$ cat src/design/i2cm_pkg.sv
// shared types, constants and helpers of the i2c master byte engine
`default_nettype none

package i2cm_pkg;

  localparam int unsigned PHASE_CNT_BITS_DEF = 16;
  localparam int unsigned CFG_W              = 16;
  localparam logic [CFG_W-1:0] PHASE_TICKS_RST = 16'd200;

  typedef enum logic [1:0] {
    ACT_START = 2'd0,
    ACT_STOP  = 2'd1,
    ACT_WRITE = 2'd2,
    ACT_READ  = 2'd3
  } action_e;

  localparam logic [4:0] START_PHASES = 5'd4;
  localparam logic [4:0] STOP_PHASES  = 5'd3;
  localparam logic [4:0] WRITE_PHASES = 5'd27;
  localparam logic [4:0] READ_PHASES  = 5'd19;

  // write command: phase of the ack bit, sampled at its end
  localparam logic [4:0] WR_ACK_SDA   = 5'd24;
  localparam logic [4:0] WR_ACK_SCL   = 5'd25;
  // read command: phase that drives the ack choice
  localparam logic [4:0] RD_ACK_SDA   = 5'd16;
  localparam logic [4:0] RD_ACK_SCL   = 5'd17;

  function automatic logic [4:0] phase_total(action_e act);
    logic [4:0] tot;
    case (act)
      ACT_START: tot = START_PHASES;
      ACT_STOP:  tot = STOP_PHASES;
      ACT_WRITE: tot = WRITE_PHASES;
      ACT_READ:  tot = READ_PHASES;
      default:   tot = READ_PHASES;
    endcase
    return tot;
  endfunction

endpackage

`default_nettype wire

$ cat src/design/i2cm_cmd_if.sv
// command channel: one bus tick with optional command and sampled sda
`default_nettype none

interface i2cm_cmd_if;
  logic       valid;
  logic       ready;
  logic       cmd_valid;
  logic [1:0] action;
  logic [7:0] tx_byte;
  logic       send_ack;
  logic       sda_in;

  modport source (
    output valid, cmd_valid, action, tx_byte, send_ack, sda_in,
    input  ready
  );
  modport sink (
    input  valid, cmd_valid, action, tx_byte, send_ack, sda_in,
    output ready
  );
endinterface

`default_nettype wire

$ cat src/design/i2cm_res_if.sv
// result channel: line drives and status after one bus tick
`default_nettype none

interface i2cm_res_if;
  logic       valid;
  logic       ready;
  logic       scl_drive_low;
  logic       sda_drive_low;
  logic       busy_res;
  logic       done_res;
  logic [7:0] rx_byte;
  logic       nack;

  modport source (
    output valid, scl_drive_low, sda_drive_low, busy_res, done_res, rx_byte, nack,
    input  ready
  );
  modport sink (
    input  valid, scl_drive_low, sda_drive_low, busy_res, done_res, rx_byte, nack,
    output ready
  );
endinterface

`default_nettype wire

$ cat src/design/i2cm_in_reg.sv
// input register stage of the command channel
`default_nettype none

module i2cm_in_reg (
  input  wire          clk_i,
  input  wire          rst_ni,
  i2cm_cmd_if.sink     up_i,
  i2cm_cmd_if.source   dn_o
);

  logic       vld_q;
  logic       cmd_valid_q;
  logic [1:0] action_q;
  logic [7:0] tx_byte_q;
  logic       send_ack_q;
  logic       sda_in_q;
  logic       up_fire;

  assign up_i.ready = !vld_q || dn_o.ready;
  assign up_fire    = up_i.valid && up_i.ready;

  always_ff @(posedge clk_i or negedge rst_ni) begin
    if (!rst_ni) begin
      vld_q <= 1'b0;
    end else if (up_fire) begin
      vld_q <= 1'b1;
    end else if (dn_o.ready) begin
      vld_q <= 1'b0;
    end
  end

  always_ff @(posedge clk_i) begin
    if (up_fire) begin
      cmd_valid_q <= up_i.cmd_valid;
      action_q    <= up_i.action;
      tx_byte_q   <= up_i.tx_byte;
      send_ack_q  <= up_i.send_ack;
      sda_in_q    <= up_i.sda_in;
    end
  end

  assign dn_o.valid     = vld_q;
  assign dn_o.cmd_valid = cmd_valid_q;
  assign dn_o.action    = action_q;
  assign dn_o.tx_byte   = tx_byte_q;
  assign dn_o.send_ack  = send_ack_q;
  assign dn_o.sda_in    = sda_in_q;

endmodule

`default_nettype wire

$ cat src/design/i2cm_core.sv
// bus phase sequencer: state update per tick and result register
`default_nettype none

module i2cm_core #(
  parameter int unsigned PHASE_COUNTER_BITS = i2cm_pkg::PHASE_CNT_BITS_DEF
) (
  input  wire                          clk_i,
  input  wire                          rst_ni,
  input  wire                          cfg_we_i,
  input  wire [i2cm_pkg::CFG_W-1:0]    cfg_wdata_i,
  i2cm_cmd_if.sink                     cmd_i,
  i2cm_res_if.source                   res_o
);

  localparam int unsigned CW = (PHASE_COUNTER_BITS + 1 > i2cm_pkg::CFG_W + 1) ?
                               PHASE_COUNTER_BITS + 1 : i2cm_pkg::CFG_W + 1;

  logic [i2cm_pkg::CFG_W-1:0]    phase_ticks_q;
  logic [4:0]                    phase_q, phase_d;
  logic [PHASE_COUNTER_BITS-1:0] tick_q, tick_d;
  i2cm_pkg::action_e             act_q, act_d;
  logic [7:0]                    shift_q, shift_d;
  logic                          ack_q, ack_d;
  logic                          busy_q, busy_d;
  logic                          scl_q, scl_d;
  logic                          sda_q, sda_d;
  logic [7:0]                    rx_q, rx_d;
  logic                          nack_q, nack_d;
  logic                          done_q, done_d;
  logic                          res_vld_q;

  logic                          in_fire;
  logic [CW-1:0]                 len_raw, len_cap, len, next_cnt;

  assign cmd_i.ready = !res_vld_q || res_o.ready;
  assign in_fire     = cmd_i.valid && cmd_i.ready;

  // effective phase length: zero acts as one, capped at the counter range
  assign len_raw  = (phase_ticks_q == '0) ? CW'(1) : CW'(phase_ticks_q);
  assign len_cap  = CW'(1) << PHASE_COUNTER_BITS;
  assign len      = (len_raw > len_cap) ? len_cap : len_raw;
  assign next_cnt = CW'(tick_q) + CW'(1);

  always_comb begin
    logic       enter_en;
    logic [8:0] prod;
    logic [2:0] bit_sel;
    logic [4:0] rem;
    phase_d  = phase_q;
    tick_d   = tick_q;
    act_d    = act_q;
    shift_d  = shift_q;
    ack_d    = ack_q;
    busy_d   = busy_q;
    scl_d    = scl_q;
    sda_d    = sda_q;
    rx_d     = rx_q;
    nack_d   = nack_q;
    done_d   = 1'b0;
    enter_en = 1'b0;

    if (in_fire) begin
      if (busy_q) begin
        if (next_cnt >= len) begin
          // sample sda at the end of a released-scl phase
          if (act_q == i2cm_pkg::ACT_WRITE && phase_q == i2cm_pkg::WR_ACK_SCL) begin
            nack_d = cmd_i.sda_in;
          end else if (act_q == i2cm_pkg::ACT_READ && !phase_q[4] && !phase_q[0]) begin
            shift_d[~phase_q[3:1]] = shift_q[~phase_q[3:1]] | cmd_i.sda_in;
          end
          tick_d = '0;
          if (phase_q + 5'd1 >= i2cm_pkg::phase_total(act_q)) begin
            if (act_q == i2cm_pkg::ACT_READ) begin
              sda_d = 1'b0;
              rx_d  = shift_d;
            end
            busy_d  = 1'b0;
            phase_d = '0;
            done_d  = 1'b1;
          end else begin
            phase_d  = phase_q + 5'd1;
            enter_en = 1'b1;
          end
        end else begin
          tick_d = next_cnt[PHASE_COUNTER_BITS-1:0];
        end
      end else if (cmd_i.cmd_valid) begin
        act_d    = i2cm_pkg::action_e'(cmd_i.action);
        ack_d    = cmd_i.send_ack;
        shift_d  = (act_d == i2cm_pkg::ACT_WRITE) ? cmd_i.tx_byte : 8'd0;
        busy_d   = 1'b1;
        phase_d  = '0;
        tick_d   = '0;
        if (act_d == i2cm_pkg::ACT_READ) begin
          sda_d = 1'b0;
        end
        enter_en = 1'b1;
      end
    end

    // write phase split into bit and step within bit: p/3 as (p*11)>>5
    prod    = 9'(phase_d) * 9'd11;
    bit_sel = prod[7:5];
    rem     = phase_d - 5'(bit_sel) * 5'd3;

    if (enter_en) begin
      case (act_d)
        i2cm_pkg::ACT_START: begin
          case (phase_d[1:0])
            2'd0:    sda_d = 1'b0;
            2'd1:    scl_d = 1'b0;
            2'd2:    sda_d = 1'b1;
            default: scl_d = 1'b1;
          endcase
        end
        i2cm_pkg::ACT_STOP: begin
          case (phase_d[1:0])
            2'd0:    sda_d = 1'b1;
            2'd1:    scl_d = 1'b0;
            default: sda_d = 1'b0;
          endcase
        end
        i2cm_pkg::ACT_WRITE: begin
          if (phase_d < i2cm_pkg::WR_ACK_SDA) begin
            case (rem[1:0])
              2'd0:    sda_d = ~shift_d[~bit_sel];
              2'd1:    scl_d = 1'b0;
              default: scl_d = 1'b1;
            endcase
          end else if (phase_d == i2cm_pkg::WR_ACK_SDA) begin
            sda_d = 1'b0;
          end else if (phase_d == i2cm_pkg::WR_ACK_SCL) begin
            scl_d = 1'b0;
          end else begin
            scl_d = 1'b1;
          end
        end
        default: begin
          if (phase_d < i2cm_pkg::RD_ACK_SDA) begin
            scl_d = phase_d[0];
          end else if (phase_d == i2cm_pkg::RD_ACK_SDA) begin
            sda_d = ack_d;
          end else if (phase_d == i2cm_pkg::RD_ACK_SCL) begin
            scl_d = 1'b0;
          end else begin
            scl_d = 1'b1;
          end
        end
      endcase
    end
  end

  always_ff @(posedge clk_i or negedge rst_ni) begin
    if (!rst_ni) begin
      phase_ticks_q <= i2cm_pkg::PHASE_TICKS_RST;
      phase_q       <= '0;
      tick_q        <= '0;
      act_q         <= i2cm_pkg::ACT_START;
      shift_q       <= '0;
      ack_q         <= 1'b0;
      busy_q        <= 1'b0;
      scl_q         <= 1'b0;
      sda_q         <= 1'b0;
      rx_q          <= '0;
      nack_q        <= 1'b0;
      done_q        <= 1'b0;
      res_vld_q     <= 1'b0;
    end else begin
      if (cfg_we_i) begin
        phase_ticks_q <= cfg_wdata_i;
      end
      if (in_fire) begin
        phase_q   <= phase_d;
        tick_q    <= tick_d;
        act_q     <= act_d;
        shift_q   <= shift_d;
        ack_q     <= ack_d;
        busy_q    <= busy_d;
        scl_q     <= scl_d;
        sda_q     <= sda_d;
        rx_q      <= rx_d;
        nack_q    <= nack_d;
        done_q    <= done_d;
        res_vld_q <= 1'b1;
      end else if (res_o.ready) begin
        res_vld_q <= 1'b0;
      end
    end
  end

  // the state only moves on a transaction, so it is the result itself
  assign res_o.valid         = res_vld_q;
  assign res_o.scl_drive_low = scl_q;
  assign res_o.sda_drive_low = sda_q;
  assign res_o.busy_res      = busy_q;
  assign res_o.done_res      = done_q;
  assign res_o.rx_byte       = rx_q;
  assign res_o.nack          = nack_q;

  a_done_idle: assert property (@(posedge clk_i) disable iff (!rst_ni)
    done_q |-> !busy_q)
    else $error("done reported while still busy");

  a_phase_range: assert property (@(posedge clk_i) disable iff (!rst_ni)
    busy_q |-> (phase_q < i2cm_pkg::phase_total(act_q)))
    else $error("phase index past end of sequence");

  a_idle_clear: assert property (@(posedge clk_i) disable iff (!rst_ni)
    !busy_q |-> (phase_q == '0 && tick_q == '0))
    else $error("idle with phase or tick count left over");

  a_tick_range: assert property (@(posedge clk_i) disable iff (!rst_ni)
    (busy_q && !cfg_we_i && $stable(phase_ticks_q)) |-> (CW'(tick_q) < len))
    else $error("tick count reached phase length");

  a_done_pulse: assert property (@(posedge clk_i) disable iff (!rst_ni)
    (in_fire && busy_q && !busy_d) |=> done_q)
    else $error("end of sequence without done");

endmodule

`default_nettype wire

$ cat src/design/i2c_master_byte_engine.sv
// i2c master byte engine top level
//
// Usage: every transaction on cmd_i is one bus tick. It may carry a command
// (start, stop, write byte, read byte) with its byte and ack choice, and
// always carries the sda level sampled this tick. Each transaction yields
// exactly one transaction on res_o with the scl/sda pull-low drives, busy,
// a one-tick done pulse, the last received byte and the last write's nack.
// Commands offered while busy are dropped. Each bus phase lasts
// phase_ticks ticks (cfg_we_i / cfg_wdata_i, reset 200, zero acts as one);
// write it only while the engine is idle.
// A result is registered twice on its way: in the input register, then by
// the sequencer update into the result register.
// Throughput: one transaction per cycle while res_o takes results, set by
// the sequencer update. If res_o stalls, the result register holds and
// cmd_i backs up after one more transaction fills the input register;
// nothing is lost. Reset: both lines released, idle, counters and bytes
// cleared, phase length back to 200.
`default_nettype none

module i2c_master_byte_engine #(
  parameter int unsigned PHASE_COUNTER_BITS = i2cm_pkg::PHASE_CNT_BITS_DEF
) (
  input  wire                          clk_i,
  input  wire                          rst_ni,
  input  wire                          cfg_we_i,
  input  wire [i2cm_pkg::CFG_W-1:0]    cfg_wdata_i,
  i2cm_cmd_if.sink                     cmd_i,
  i2cm_res_if.source                   res_o
);

  i2cm_cmd_if cmd_reg_if ();

  i2cm_in_reg u_in_reg (
    .clk_i  (clk_i),
    .rst_ni (rst_ni),
    .up_i   (cmd_i),
    .dn_o   (cmd_reg_if.source)
  );

  i2cm_core #(
    .PHASE_COUNTER_BITS (PHASE_COUNTER_BITS)
  ) u_core (
    .clk_i       (clk_i),
    .rst_ni      (rst_ni),
    .cfg_we_i    (cfg_we_i),
    .cfg_wdata_i (cfg_wdata_i),
    .cmd_i       (cmd_reg_if.sink),
    .res_o       (res_o)
  );

endmodule

`default_nettype wire
$ cat src/flat_wrapper.sv
// flat-port wrapper written by rule: the top's interface ports become plain ports
module i2c_master_byte_engine_flat 
#(
  parameter int unsigned PHASE_COUNTER_BITS = i2cm_pkg::PHASE_CNT_BITS_DEF
)
  (clk_i, rst_ni, cfg_we_i, cfg_wdata_i, cmd_i_valid, cmd_i_cmd_valid, cmd_i_action, cmd_i_tx_byte, cmd_i_send_ack, cmd_i_sda_in, cmd_i_ready, res_o_valid, res_o_scl_drive_low, res_o_sda_drive_low, res_o_busy_res, res_o_done_res, res_o_rx_byte, res_o_nack, res_o_ready);
  i2cm_cmd_if cmd_i_i ();
  i2cm_res_if res_o_i ();
  input  wire clk_i;
  input  wire rst_ni;
  input  wire cfg_we_i;
  input  wire [i2cm_pkg::CFG_W-1:0] cfg_wdata_i;
  input wire logic [$bits(cmd_i_i.valid)-1:0] cmd_i_valid;
  input wire logic [$bits(cmd_i_i.cmd_valid)-1:0] cmd_i_cmd_valid;
  input wire logic [$bits(cmd_i_i.action)-1:0] cmd_i_action;
  input wire logic [$bits(cmd_i_i.tx_byte)-1:0] cmd_i_tx_byte;
  input wire logic [$bits(cmd_i_i.send_ack)-1:0] cmd_i_send_ack;
  input wire logic [$bits(cmd_i_i.sda_in)-1:0] cmd_i_sda_in;
  output wire logic [$bits(cmd_i_i.ready)-1:0] cmd_i_ready;
  output wire logic [$bits(res_o_i.valid)-1:0] res_o_valid;
  output wire logic [$bits(res_o_i.scl_drive_low)-1:0] res_o_scl_drive_low;
  output wire logic [$bits(res_o_i.sda_drive_low)-1:0] res_o_sda_drive_low;
  output wire logic [$bits(res_o_i.busy_res)-1:0] res_o_busy_res;
  output wire logic [$bits(res_o_i.done_res)-1:0] res_o_done_res;
  output wire logic [$bits(res_o_i.rx_byte)-1:0] res_o_rx_byte;
  output wire logic [$bits(res_o_i.nack)-1:0] res_o_nack;
  input wire logic [$bits(res_o_i.ready)-1:0] res_o_ready;
  assign cmd_i_i.valid = cmd_i_valid;
  assign cmd_i_i.cmd_valid = cmd_i_cmd_valid;
  assign cmd_i_i.action = cmd_i_action;
  assign cmd_i_i.tx_byte = cmd_i_tx_byte;
  assign cmd_i_i.send_ack = cmd_i_send_ack;
  assign cmd_i_i.sda_in = cmd_i_sda_in;
  assign cmd_i_ready = cmd_i_i.ready;
  assign res_o_valid = res_o_i.valid;
  assign res_o_scl_drive_low = res_o_i.scl_drive_low;
  assign res_o_sda_drive_low = res_o_i.sda_drive_low;
  assign res_o_busy_res = res_o_i.busy_res;
  assign res_o_done_res = res_o_i.done_res;
  assign res_o_rx_byte = res_o_i.rx_byte;
  assign res_o_nack = res_o_i.nack;
  assign res_o_i.ready = res_o_ready;
  i2c_master_byte_engine #(.PHASE_COUNTER_BITS(PHASE_COUNTER_BITS)) u_core (.clk_i(clk_i), .rst_ni(rst_ni), .cfg_we_i(cfg_we_i), .cfg_wdata_i(cfg_wdata_i), .cmd_i(cmd_i_i), .res_o(res_o_i));
endmodule
$ cat config.mk
export PLATFORM = sky130hd
export DESIGN_NAME = i2c_master_byte_engine_flat
export DESIGN_NICKNAME = d
export VERILOG_FILES = /design/src/design/i2cm_pkg.sv /design/src/design/i2cm_cmd_if.sv /design/src/design/i2cm_res_if.sv /design/src/design/i2cm_in_reg.sv /design/src/design/i2cm_core.sv /design/src/design/i2c_master_byte_engine.sv /design/src/flat_wrapper.sv
export SDC_FILE = /design/constraint.sdc
export NUM_CORES = 1
export LEC_CHECK = 0
export ABC_CLOCK_PERIOD_IN_PS = 7400
export BUFFER_PORTS_ARGS = -buffer_cell sky130_fd_sc_hd__buf_2
export CORE_UTILIZATION = 30
export DETAILED_ROUTE_END_ITERATION = 12
export HOLD_SLACK_MARGIN = 0.08
export MAX_ROUTING_LAYER = met4
export SKIP_LAST_GASP = 1
export SLEW_MARGIN = 10
export SYNTH_ARGS = -nofsm -noshare
export SYNTH_HDL_FRONTEND = slang
export SYNTH_SLANG_ARGS = --single-unit
$ cat constraint.sdc
create_clock -name clk_i -period 7.4 [get_ports clk_i]
set_clock_uncertainty 0.05 [all_clocks]
set_input_delay 1.11 -clock clk_i [delete_from_list [all_inputs] [get_ports clk_i]]
set_output_delay 1.11 -clock clk_i [all_outputs]
set_load 0.02 [all_outputs]
==> metrics.txt, run 1 <==
worst slew pin tran=1.13 ns; Seq cells post-synth=76; Max clock buf depth=2; Mapped Cells=around 540; IO Count=49; top-area cell type share of the netlist area=29.7%; type of origin of the critical path=flop; Initial Utilization=between 30 and 40%; vias in the first global route=between 4,000 and 5,000; # hold bufs at CTS=0; clk slew on worst S/H paths=0.06 ns; Hold Path Class=flop to flop; Slew Limit Fails=0; period utilization=around 93%; maximum fanout along the worst path=12; post-synth cell types=67; Fill cells=roughly 1,700; Die ar.=about 17,000 um2; Setup crit start=u_core.u_core.tick_q[0]; dpl hpwl=~8800 um; ys async rst share=just over 80%; worst endpoint data arrival time=~7.1 ns; Yosys top cell by area=dfrtp_1; Area after DPL=5510 um2; Initial DRT Pass Iterations=5; Worst EP required=7.60 ns; antenna violations before repair=0; Root Driver=clkbuf_16; power density cells=262 nW/um2; CTS tree=done; hold depth=2; core box area=around 17,000 um2; Die Wd=about 130 um; Inserted Diodes=0; Chip Height=132 um; TNS Setup=0 ns; Post-synth EDFFs=13; fmax=between 0.1 and 0.15 GHz; crit path max-delay cell type=or4_4; Main synth FF type=dfrtp_1; Rel. slew slack=24.0%; all-layer global routing usage=roughly 15%; area delta synth->final=16.3%; first-pass GRT wire length=roughly 20,000 um; worst r2r src=u_core.u_core.tick_q[0]; Hold Slack=~0.43 ns; register area=1970 um2; drt total wl=around 12,000 um; post-route cell area=5870 um2; Vias=4,104; Sink Count=between 70 and 80; Skew-Pair Late Insertion Delay=~0.34 ns; area of the multi-input gates=~2900 um2; gr ovfl total=0; final hold vios=0; Setup Viol. Count Final=0; Core Rows=47; sequential share of the synthesized area=roughly two fifths; Post-Synthesis Cell Area=5050 um2; status=finished, final reports clean; dpl cells=between 700 and 800; wire per inst=between 10 and 15 um; Crit Path Category=flop to flop; Setup crit end kind=flop; Yosys warnings=0; largest net degree at the start of global routing=between 60 and 70; CP peak stage delay=between 0.5 and 0.6 ns; Via density=~5.1; min-delay src=u_core.u_core.res_o.rx_byte[0]; Max Cap Viol=0; Avg Synthesized Cell Area=about 9.4 um2; DR DRC count=0; pre-CTS setup slack=between 0.2 and 0.3 ns; GP Congestion=~0.86; Tmin final=between 6 and 7 ns; TritonCTS Buffers=9; share of post-route cells with drive strength above 1=18.2%; Static Leak=2.77 nW; Routed Antenna Nets=0; Peak supply drop=~120 uV; PortBufs=48; Mapped Nets=~610; Nets=between 600 and 700; htree depth=3; initial drt markers=281; RSZ-0062 raised after global routing=false; most used cell, CP=ha_1; worst reg2reg path depth=30; Finished Layout Cells=807; Final Worst Setup Slack=around 0.52 ns; synth top area cells=dfrtp_1, ha_1, edfxtp_1
-- cells in the final DEF, fill, tap and decap left out, drive strengths merged, types with 8 or more instances in the layout --
master / n
xnor2: 11
mux2: 9
o21ai: 50
nor3: 14
a21o: 10
inv: 41
edfxtp: 13
mux2i: 18
dfrtp: 60
and3: 10
o31ai: 10
clkbuf: 9
ha: 40
nand2: 60
a22o: 8
nand2b: 9
buf: 52
a21oi: 14
nand3: 18
nor2: 27
xor2: 10
-- metal layers --
layer,track usage [%],vias up,part of all wire [%]
met2,23.5,129,47
met4,4.59,0,1.5
met1,18.1,1919,46
met3,3.73,18,5.1
li1,-,2038,-
met5,-,-,0
-- synthesized netlist by cell type, drive strengths merged (4+ instances only) --
cell    instances
nand3b          4
nand2          60
o221ai          4
a21oi          14
a22o            8
inv            41
a22oi           4
o31ai          10
or2             6
dfrtp          60
nand2b          9
edfxtp         13
xnor2          11
ha             40
a211oi          5
mux2            9
nand4           5
nand3          18
nor3           14
nor2           27
a21o           10
mux2i          18
and2            6
xor2           10
clkbuf         17
nor4            6
and3           10
o21ai          50
-- kinds of logic after synthesis --
logic type / after synthesis / synth area share, %
compound gates: 137 / 19.5
xor+xnor: 21 / 3.64
fa+ha+maj: 41 / 10.3
buf+inv: 62 / 4.76
flops: 76 / 39.0
mux: 27 / 5.57
simple gates: 175 / 17.2
-- critical path: cells and delay by family (launching register included) --
family / cells / cell delay [ns]
AOI/OAI and AO/OA: 7 / 1.49
xor gates and xnor gates: 3 / 0.40
adders and majority gates: 6 / 1.75
buffers and inverters: 3 / 0.34
DFF: 1 / 0.42
muxes: 1 / 0.15
and+or+nand+nor: 10 / 2.20
-- cell type report --
type                       count  share of cell area [%]
clock inverter                 7                    1.55
sequential                    76                    33.5
timing repair buffer          52                    4.60
clock buffer                   9                    3.83
multi-input combinational    401                    49.1
tap                          220                    4.69
inverter                      42                    2.68
-- registers in the layout, summed over array words and instances, names as in the netlist, 2 cells and up --
signal / cells
u_core.u_core.tick_q: 16
u_core.u_in_reg.dn_o.tx_byte: 8
u_core.u_core.phase_q: 5
u_core.u_core.shift_q: 8
u_core.u_core.res_o.rx_byte: 8
u_core.u_core.act_q: 2
u_core.u_core.phase_ticks_q: 16
u_core.u_in_reg.dn_o.action: 2
-- power breakdown --
group	total, W	internal [W]	switching (W)
sequential	0.000548	0.000481	0.0000671
combinational	0.000529	0.000216	0.000313
clock	0.000460	0.000294	0.000167
-- path summary, 6_finish.rpt --
check,endpoint,slack (ns)
min in group asynchronous,u_core.u_core.phase_ticks_q[2],0.90
max reg2reg,u_core.u_core.res_o.sda_drive_low,0.52
max,u_core.u_core.res_o.sda_drive_low,0.52
max in group asynchronous,u_core.u_core.res_o.nack,5.85
min reg2reg,u_core.u_core.res_o.rx_byte[0],0.43
min,u_core.u_core.res_o.rx_byte[0],0.43
-- per-stage QoR --
step | total power (W) | util (%)
2_1_floorplan | 0.000919 | -
3_3_place_gp | 0.00106 | 33.3
3_5_place_dp | 0.00107 | 33.3
4_1_cts | 0.00154 | 35.2
5_1_grt | 0.00165 | 35.5
6_report | 0.00154 | 35.5
-- repair_timing --
action                                  CTS  global route
buffers inserted                          0             1
endpoints found under the setup margin    0             2
gates resized for setup                   0             8
No activity file was read; power rests on OpenSTA's default activity.
==> inputs of run 2 (changes only) <==
--- a/config.mk
+++ b/config.mk
@@ -5,8 +5,8 @@
 export SDC_FILE = /design/constraint.sdc
 export NUM_CORES = 1
 export LEC_CHECK = 0
-export ABC_CLOCK_PERIOD_IN_PS = 7400
 export BUFFER_PORTS_ARGS = -buffer_cell sky130_fd_sc_hd__buf_2
+export CORE_ASPECT_RATIO = 0.9
 export CORE_UTILIZATION = 30
 export DETAILED_ROUTE_END_ITERATION = 12
 export HOLD_SLACK_MARGIN = 0.08
==> constraint.sdc (replaced) <==
create_clock -name clk_i -period 8.4 [get_ports clk_i]
set_clock_uncertainty 0.05 [all_clocks]
set_input_delay 1.26 -clock clk_i [delete_from_list [all_inputs] [get_ports clk_i]]
set_output_delay 1.26 -clock clk_i [all_outputs]
set_load 0.02 [all_outputs]
==> run 2 against run 1 <==
Compared with the run above:
- the flow now finishes with violations (DRC)
- total power shrank 14%
- worst setup slack improved by 0.71 ns
- core utilization barely moved
==> metrics.txt, run 2 (synthesized netlist as in run 1, its figures left out) <==
status=finished with violations; failing checks=DRC; first-pass GRT wire length=20,400 um; Die Wd=139 um; initial drt markers=approximately 210; Fill cells=~1,700; final hold vios=0; Final Worst Setup Slack=1.22 ns; largest net degree at the start of global routing=64; worst slew pin tran=slightly above 0.9 ns; Setup Viol. Count Final=0; maximum fanout along the worst path=12; Routed Antenna Nets=0; crit path max-delay cell type=or4_4; power density cells=227 nW/um2; CTS tree=done; IO Count=slightly below 50; Setup crit end kind=flop; Static Leak=~2.7 nW; worst endpoint data arrival time=about 7.4 ns; delay-heaviest family, CP=simple AND/OR/NAND/NOR gates; Via density=approximately 5.2; GP Congestion=roughly 0.9; clock share of power=between 20% and 30%; RSZ-0062 raised after global routing=false; combinational cell fraction of total power=a little over a third; Core Rows=44; all-layer global routing usage=around 15%; PortBufs=48; Initial DRT Pass Iterations=8; type of origin of the critical path=flop; fmax=roughly 0.14 GHz; Buf+Inv Stages, Crit Path=2; Skew-Pair Late Insertion Delay=between 0.3 and 0.4 ns; Peak supply drop=109 uV; Die ar.=around 17,000 um2; vias in the first global route=between 4,000 and 5,000; Vias=about 4,100; most frequent cells in the layout=nand2_1, dfrtp_1, buf_2; Rel. slew slack=38.2%; most used cell, CP=ha_1; # hold bufs at CTS=0; Root Driver=clkbuf_16; Crit Path Category=flop to flop; Worst EP required=about 8.6 ns; Tmin final=~7.2 ns; gr ovfl total=0; htree depth=3; area delta synth->final=14.6%; CP peak stage delay=between 0.5 and 0.6 ns; Sw Share=36.2%; wire per inst=15.3 um; Slew Limit Fails=0; Max Cap Viol=0; Largest regs=u_core.u_core.phase_ticks_q: 16 flops, u_core.u_core.tick_q: 16 flops; Nets=657; Internal Power=0.000839 W; Chip Height=around 130 um; clk slew on worst S/H paths=roughly 0.060 ns; Sink Count=76; period utilization=between 80% and 90%; Hold Path Class=flop to flop; register share of total power=between 30% and 40%; Inserted Diodes=0; Initial Utilization=31.0%; TNS Setup=0 ns; antenna violations before repair=0; Resized cells post-CTS=0; dpl cells=778; Setup Fix Bufs, Post-CTS=0; P_sw=around 0.00048 W; Hold Slack=0.425 ns; Finished Layout Cells=roughly 800; dpl hpwl=a little over 9000 um; pre-CTS setup slack=about 1.3 ns; share of post-route cells with drive strength above 1=~18%; drt total wl=around 12,000 um; TritonCTS Buffers=9; core box area=~16,000 um2; DR DRC count=6; Max clock buf depth=2
## run 2: metrics by stage
step | cell area (um2) | total power, W | util (%)
3_5_place_dp | 5500 | 0.000934 | 33.7
6_report | 5790 | 0.00132 | 35.5
2_1_floorplan | 5050 | 0.000810 | -
5_1_grt | 5790 | 0.00141 | 35.5
4_1_cts | 5790 | 0.00133 | 35.5
3_3_place_gp | 5500 | 0.000917 | 33.7
## run 2: final timing paths
| check | startpoint | end | slack (ns) | cells after the start |
|---|---|---|---|---|
| min in group asynchronous | rst_ni | u_core.u_core.tick_q[13] | 1.06 | 2 |
| setup / recovery | u_core.u_core.tick_q[0] | u_core.u_core.res_o.sda_drive_low | 1.22 | 29 |
| hold reg to reg | u_core.u_core.res_o.rx_byte[3] | u_core.u_core.res_o.rx_byte[3] | 0.42 | 2 |
| max in group asynchronous | rst_ni | u_core.u_core.res_o.busy_res | 6.70 | 2 |
| hold / removal | u_core.u_core.res_o.rx_byte[3] | u_core.u_core.res_o.rx_byte[3] | 0.42 | 2 |
| setup reg to reg | u_core.u_core.tick_q[0] | u_core.u_core.res_o.sda_drive_low | 1.22 | 29 |
## run 2: worst register-to-register path, delay by kind of cell, from the launching register on
kind / cells / cell delay [ns]
mux: 1 / 0.12
flops: 1 / 0.40
fa+ha+maj: 6 / 1.73
compound gates: 7 / 1.66
simple gates: 10 / 2.42
buf+inv: 2 / 0.20
xor+xnor: 3 / 0.50
## run 2: layer usage
| layer | track usage [%] | up-vias | routed length, um |
|---|---|---|---|
| li1 | - | 2047 | - |
| met5 | - | - | 0 |
| met3 | 2.83 | 15 | 536 |
| met1 | 20.1 | 1990 | 5990 |
| met2 | 23.4 | 95 | 5400 |
| met4 | 5.56 | 0 | 199 |
## run 2: power groups by stage
stage	registers (W)	logic [W]	clock network, W
final	0.000477	0.000456	0.000383
after global placement	0.000480	0.000438	0
after global routing	0.000484	0.000516	0.000407
after detailed placement	0.000482	0.000452	0
after CTS	0.000476	0.000457	0.000394
after floorplan	0.000474	0.000336	0
## run 2: final cells by class
| cell class | instances | area (um2) | area share, % |
|---|---|---|---|
| Multi-Input combinational cell | 401 | 2840 | 49.0 |
| Sequential cell | 76 | 1970 | 34.0 |
| Timing Repair Buffer | 52 | 270 | 4.67 |
| Tap cell | 207 | 259 | 4.47 |
| Clock buffer | 9 | 225 | 3.89 |
| Inverter | 42 | 158 | 2.72 |
| Clock inverter | 7 | 66.3 | 1.15 |
==> inputs of run 3 (changes only) <==
--- a/config.mk
+++ b/config.mk
@@ -6,7 +6,6 @@
 export NUM_CORES = 1
 export LEC_CHECK = 0
 export BUFFER_PORTS_ARGS = -buffer_cell sky130_fd_sc_hd__buf_2
-export CORE_ASPECT_RATIO = 0.9
 export CORE_UTILIZATION = 30
 export DETAILED_ROUTE_END_ITERATION = 12
 export HOLD_SLACK_MARGIN = 0.08
==> run 3 against run 2 <==
Compared with the run above:
- the run now ends clean
- hold slack about the same
- first-iteration DRC count up 53%
- clock power up 2%
- fmax up 0.71%
==> metrics.txt, run 3 (synthesized netlist as in run 1, its figures left out) <==
core box area=16,500 um2; Max clock buf depth=2; TNS Setup=0 ns; antenna violations before repair=0; Fill cells=between 1,500 and 2,000; Root Driver=clkbuf_16; Initial DRT Pass Iterations=5; PortBufs=48; Tmin final=just over 7 ns; Die Wd=approximately 130 um; Setup crit end kind=flop; share of post-route cells with drive strength above 1=17.3%; Sink Count=76; Rel. slew slack=between 20% and 30%; RSZ-0062 raised after global routing=false; htree depth=3; CTS tree=done; initial drt markers=325; grt met1 use=17.7%; gr ovfl total=0; pre-CTS setup slack=between 1 and 1.5 ns; Core Rows=47; min-delay src=u_core.u_core.res_o.rx_byte[1]; Worst EP required=between 8 and 9 ns; dpl cells=789; area delta synth->final=14.8%; worst endpoint data arrival time=7.33 ns; setup slack, reg-to-reg=approximately 1.3 ns; final hold vios=0; hold depth=2; Hold Path Class=flop to flop; vias in the first global route=slightly above 4,000; Top Usage Layer GRT=met2; Slew Limit Fails=0; most used cell, CP=ha_1; Largest regs=u_core.u_core.phase_ticks_q: 16 flops, u_core.u_core.tick_q: 16 flops; Vias=about 4,200; Finished Layout Cells=approximately 810; most frequent cells in the layout=nand2_1, dfrtp_1, buf_2; Initial Utilization=30.6%; status=finished, final reports clean; period utilization=a little over four fifths; Setup Fix Bufs, Post-CTS=0; Setup Viol. Count Final=0; Final Worst Setup Slack=1.27 ns; Static Leak=2.72 nW; # hold bufs at CTS=0; Skew-Pair Late Insertion Delay=0.34 ns; largest net degree at the start of global routing=64; first-pass GRT wire length=slightly below 20,000 um; dpl hpwl=roughly 8900 um; Routed Antenna Nets=0; Peak supply drop=between 100 and 150 uV; DR DRC count=0; Hold Slack=0.425 ns; Die ar.=17,400 um2; Resized cells post-CTS=0; type of origin of the critical path=flop; GP Congestion=between 0.8 and 0.9; FF-to-FF End=u_core.u_core.res_o.sda_drive_low; clk slew on worst S/H paths=roughly 0.060 ns; Via density=between 5 and 6; post-route cell area=around 5800 um2; drt total wl=~12,000 um; IO Count=49; GR Util met2=between 20% and 30%; hold path endpoint=u_core.u_core.res_o.rx_byte[1]; Crit Path Category=flop to flop; power density cells=about 230 nW/um2; fmax=approximately 0.14 GHz; Nets=approximately 660; wire per inst=14.8 um; Chip Height=about 130 um; Area after DPL=approximately 5500 um2; all-layer global routing usage=roughly 15%; TritonCTS Buffers=9; worst r2r src=u_core.u_core.tick_q[0]; Inserted Diodes=0; Max Cap Viol=0; worst slew pin tran=roughly 1.2 ns; register area=approximately 2000 um2; maximum fanout along the worst path=12; worst reg2reg path depth=29; crit path max-delay cell type=or4_4; area of the multi-input gates=2840 um2; CP peak stage delay=0.55 ns; met3 Use GR=under 10%
-- run 3: worst max path at each step --
stage	from	to	slack (ns)	cells past startpoint
floorplan	u_core.u_core.tick_q[0]	u_core.u_core.res_o.sda_drive_low	2.09	29
global placement	u_core.u_core.tick_q[0]	u_core.u_core.res_o.sda_drive_low	1.55	29
detailed placement	u_core.u_core.tick_q[0]	u_core.u_core.res_o.sda_drive_low	1.30	29
CTS	u_core.u_core.tick_q[0]	u_core.u_core.res_o.sda_drive_low	1.30	29
global route	u_core.u_core.tick_q[0]	u_core.u_core.res_o.sda_drive_low	0.73	29
finish	u_core.u_core.tick_q[0]	u_core.u_core.res_o.sda_drive_low	1.27	29
-- run 3: final cells by class --
class | count | area share, %
clock buffer | 9 | 3.88
clock inverter | 7 | 1.29
inverter | 42 | 2.72
multi-input combinational | 401 | 49.0
sequential | 76 | 34.0
tap | 220 | 4.75
timing repair buffer | 50 | 4.40
-- run 3: layer usage --
metal	vias up	part of all wire [%]
li1	2035	-
met1	1986	45
met2	127	49
met3	13	4.8
met4	0	1.2
met5	-	0
-- run 3: critical path: cells and delay by family, from the launching register on --
kind / cells / cell delay [ns]
muxes: 1 / 0.12
DFF: 1 / 0.41
buffers and inverters: 2 / 0.20
and+or+nand+nor: 10 / 2.38
AOI/OAI and AO/OA: 7 / 1.65
xor gates and xnor gates: 3 / 0.48
adders and majority gates: 6 / 1.75
-- run 3: where the power goes --
part	leakage, nW	switching, W	internal, W
clock	0.140	0.000161	0.000232
combinational	1.64	0.000273	0.000186
sequential	0.940	0.0000604	0.000424
-- run 3: per-stage QoR --
stage / total power (W) / utilization, %
2_1_floorplan: 0.000810 / -
3_3_place_gp: 0.000931 / 33.3
3_5_place_dp: 0.000944 / 33.3
4_1_cts: 0.00135 / 35.1
5_1_grt: 0.00143 / 35.1
6_report: 0.00134 / 35.1
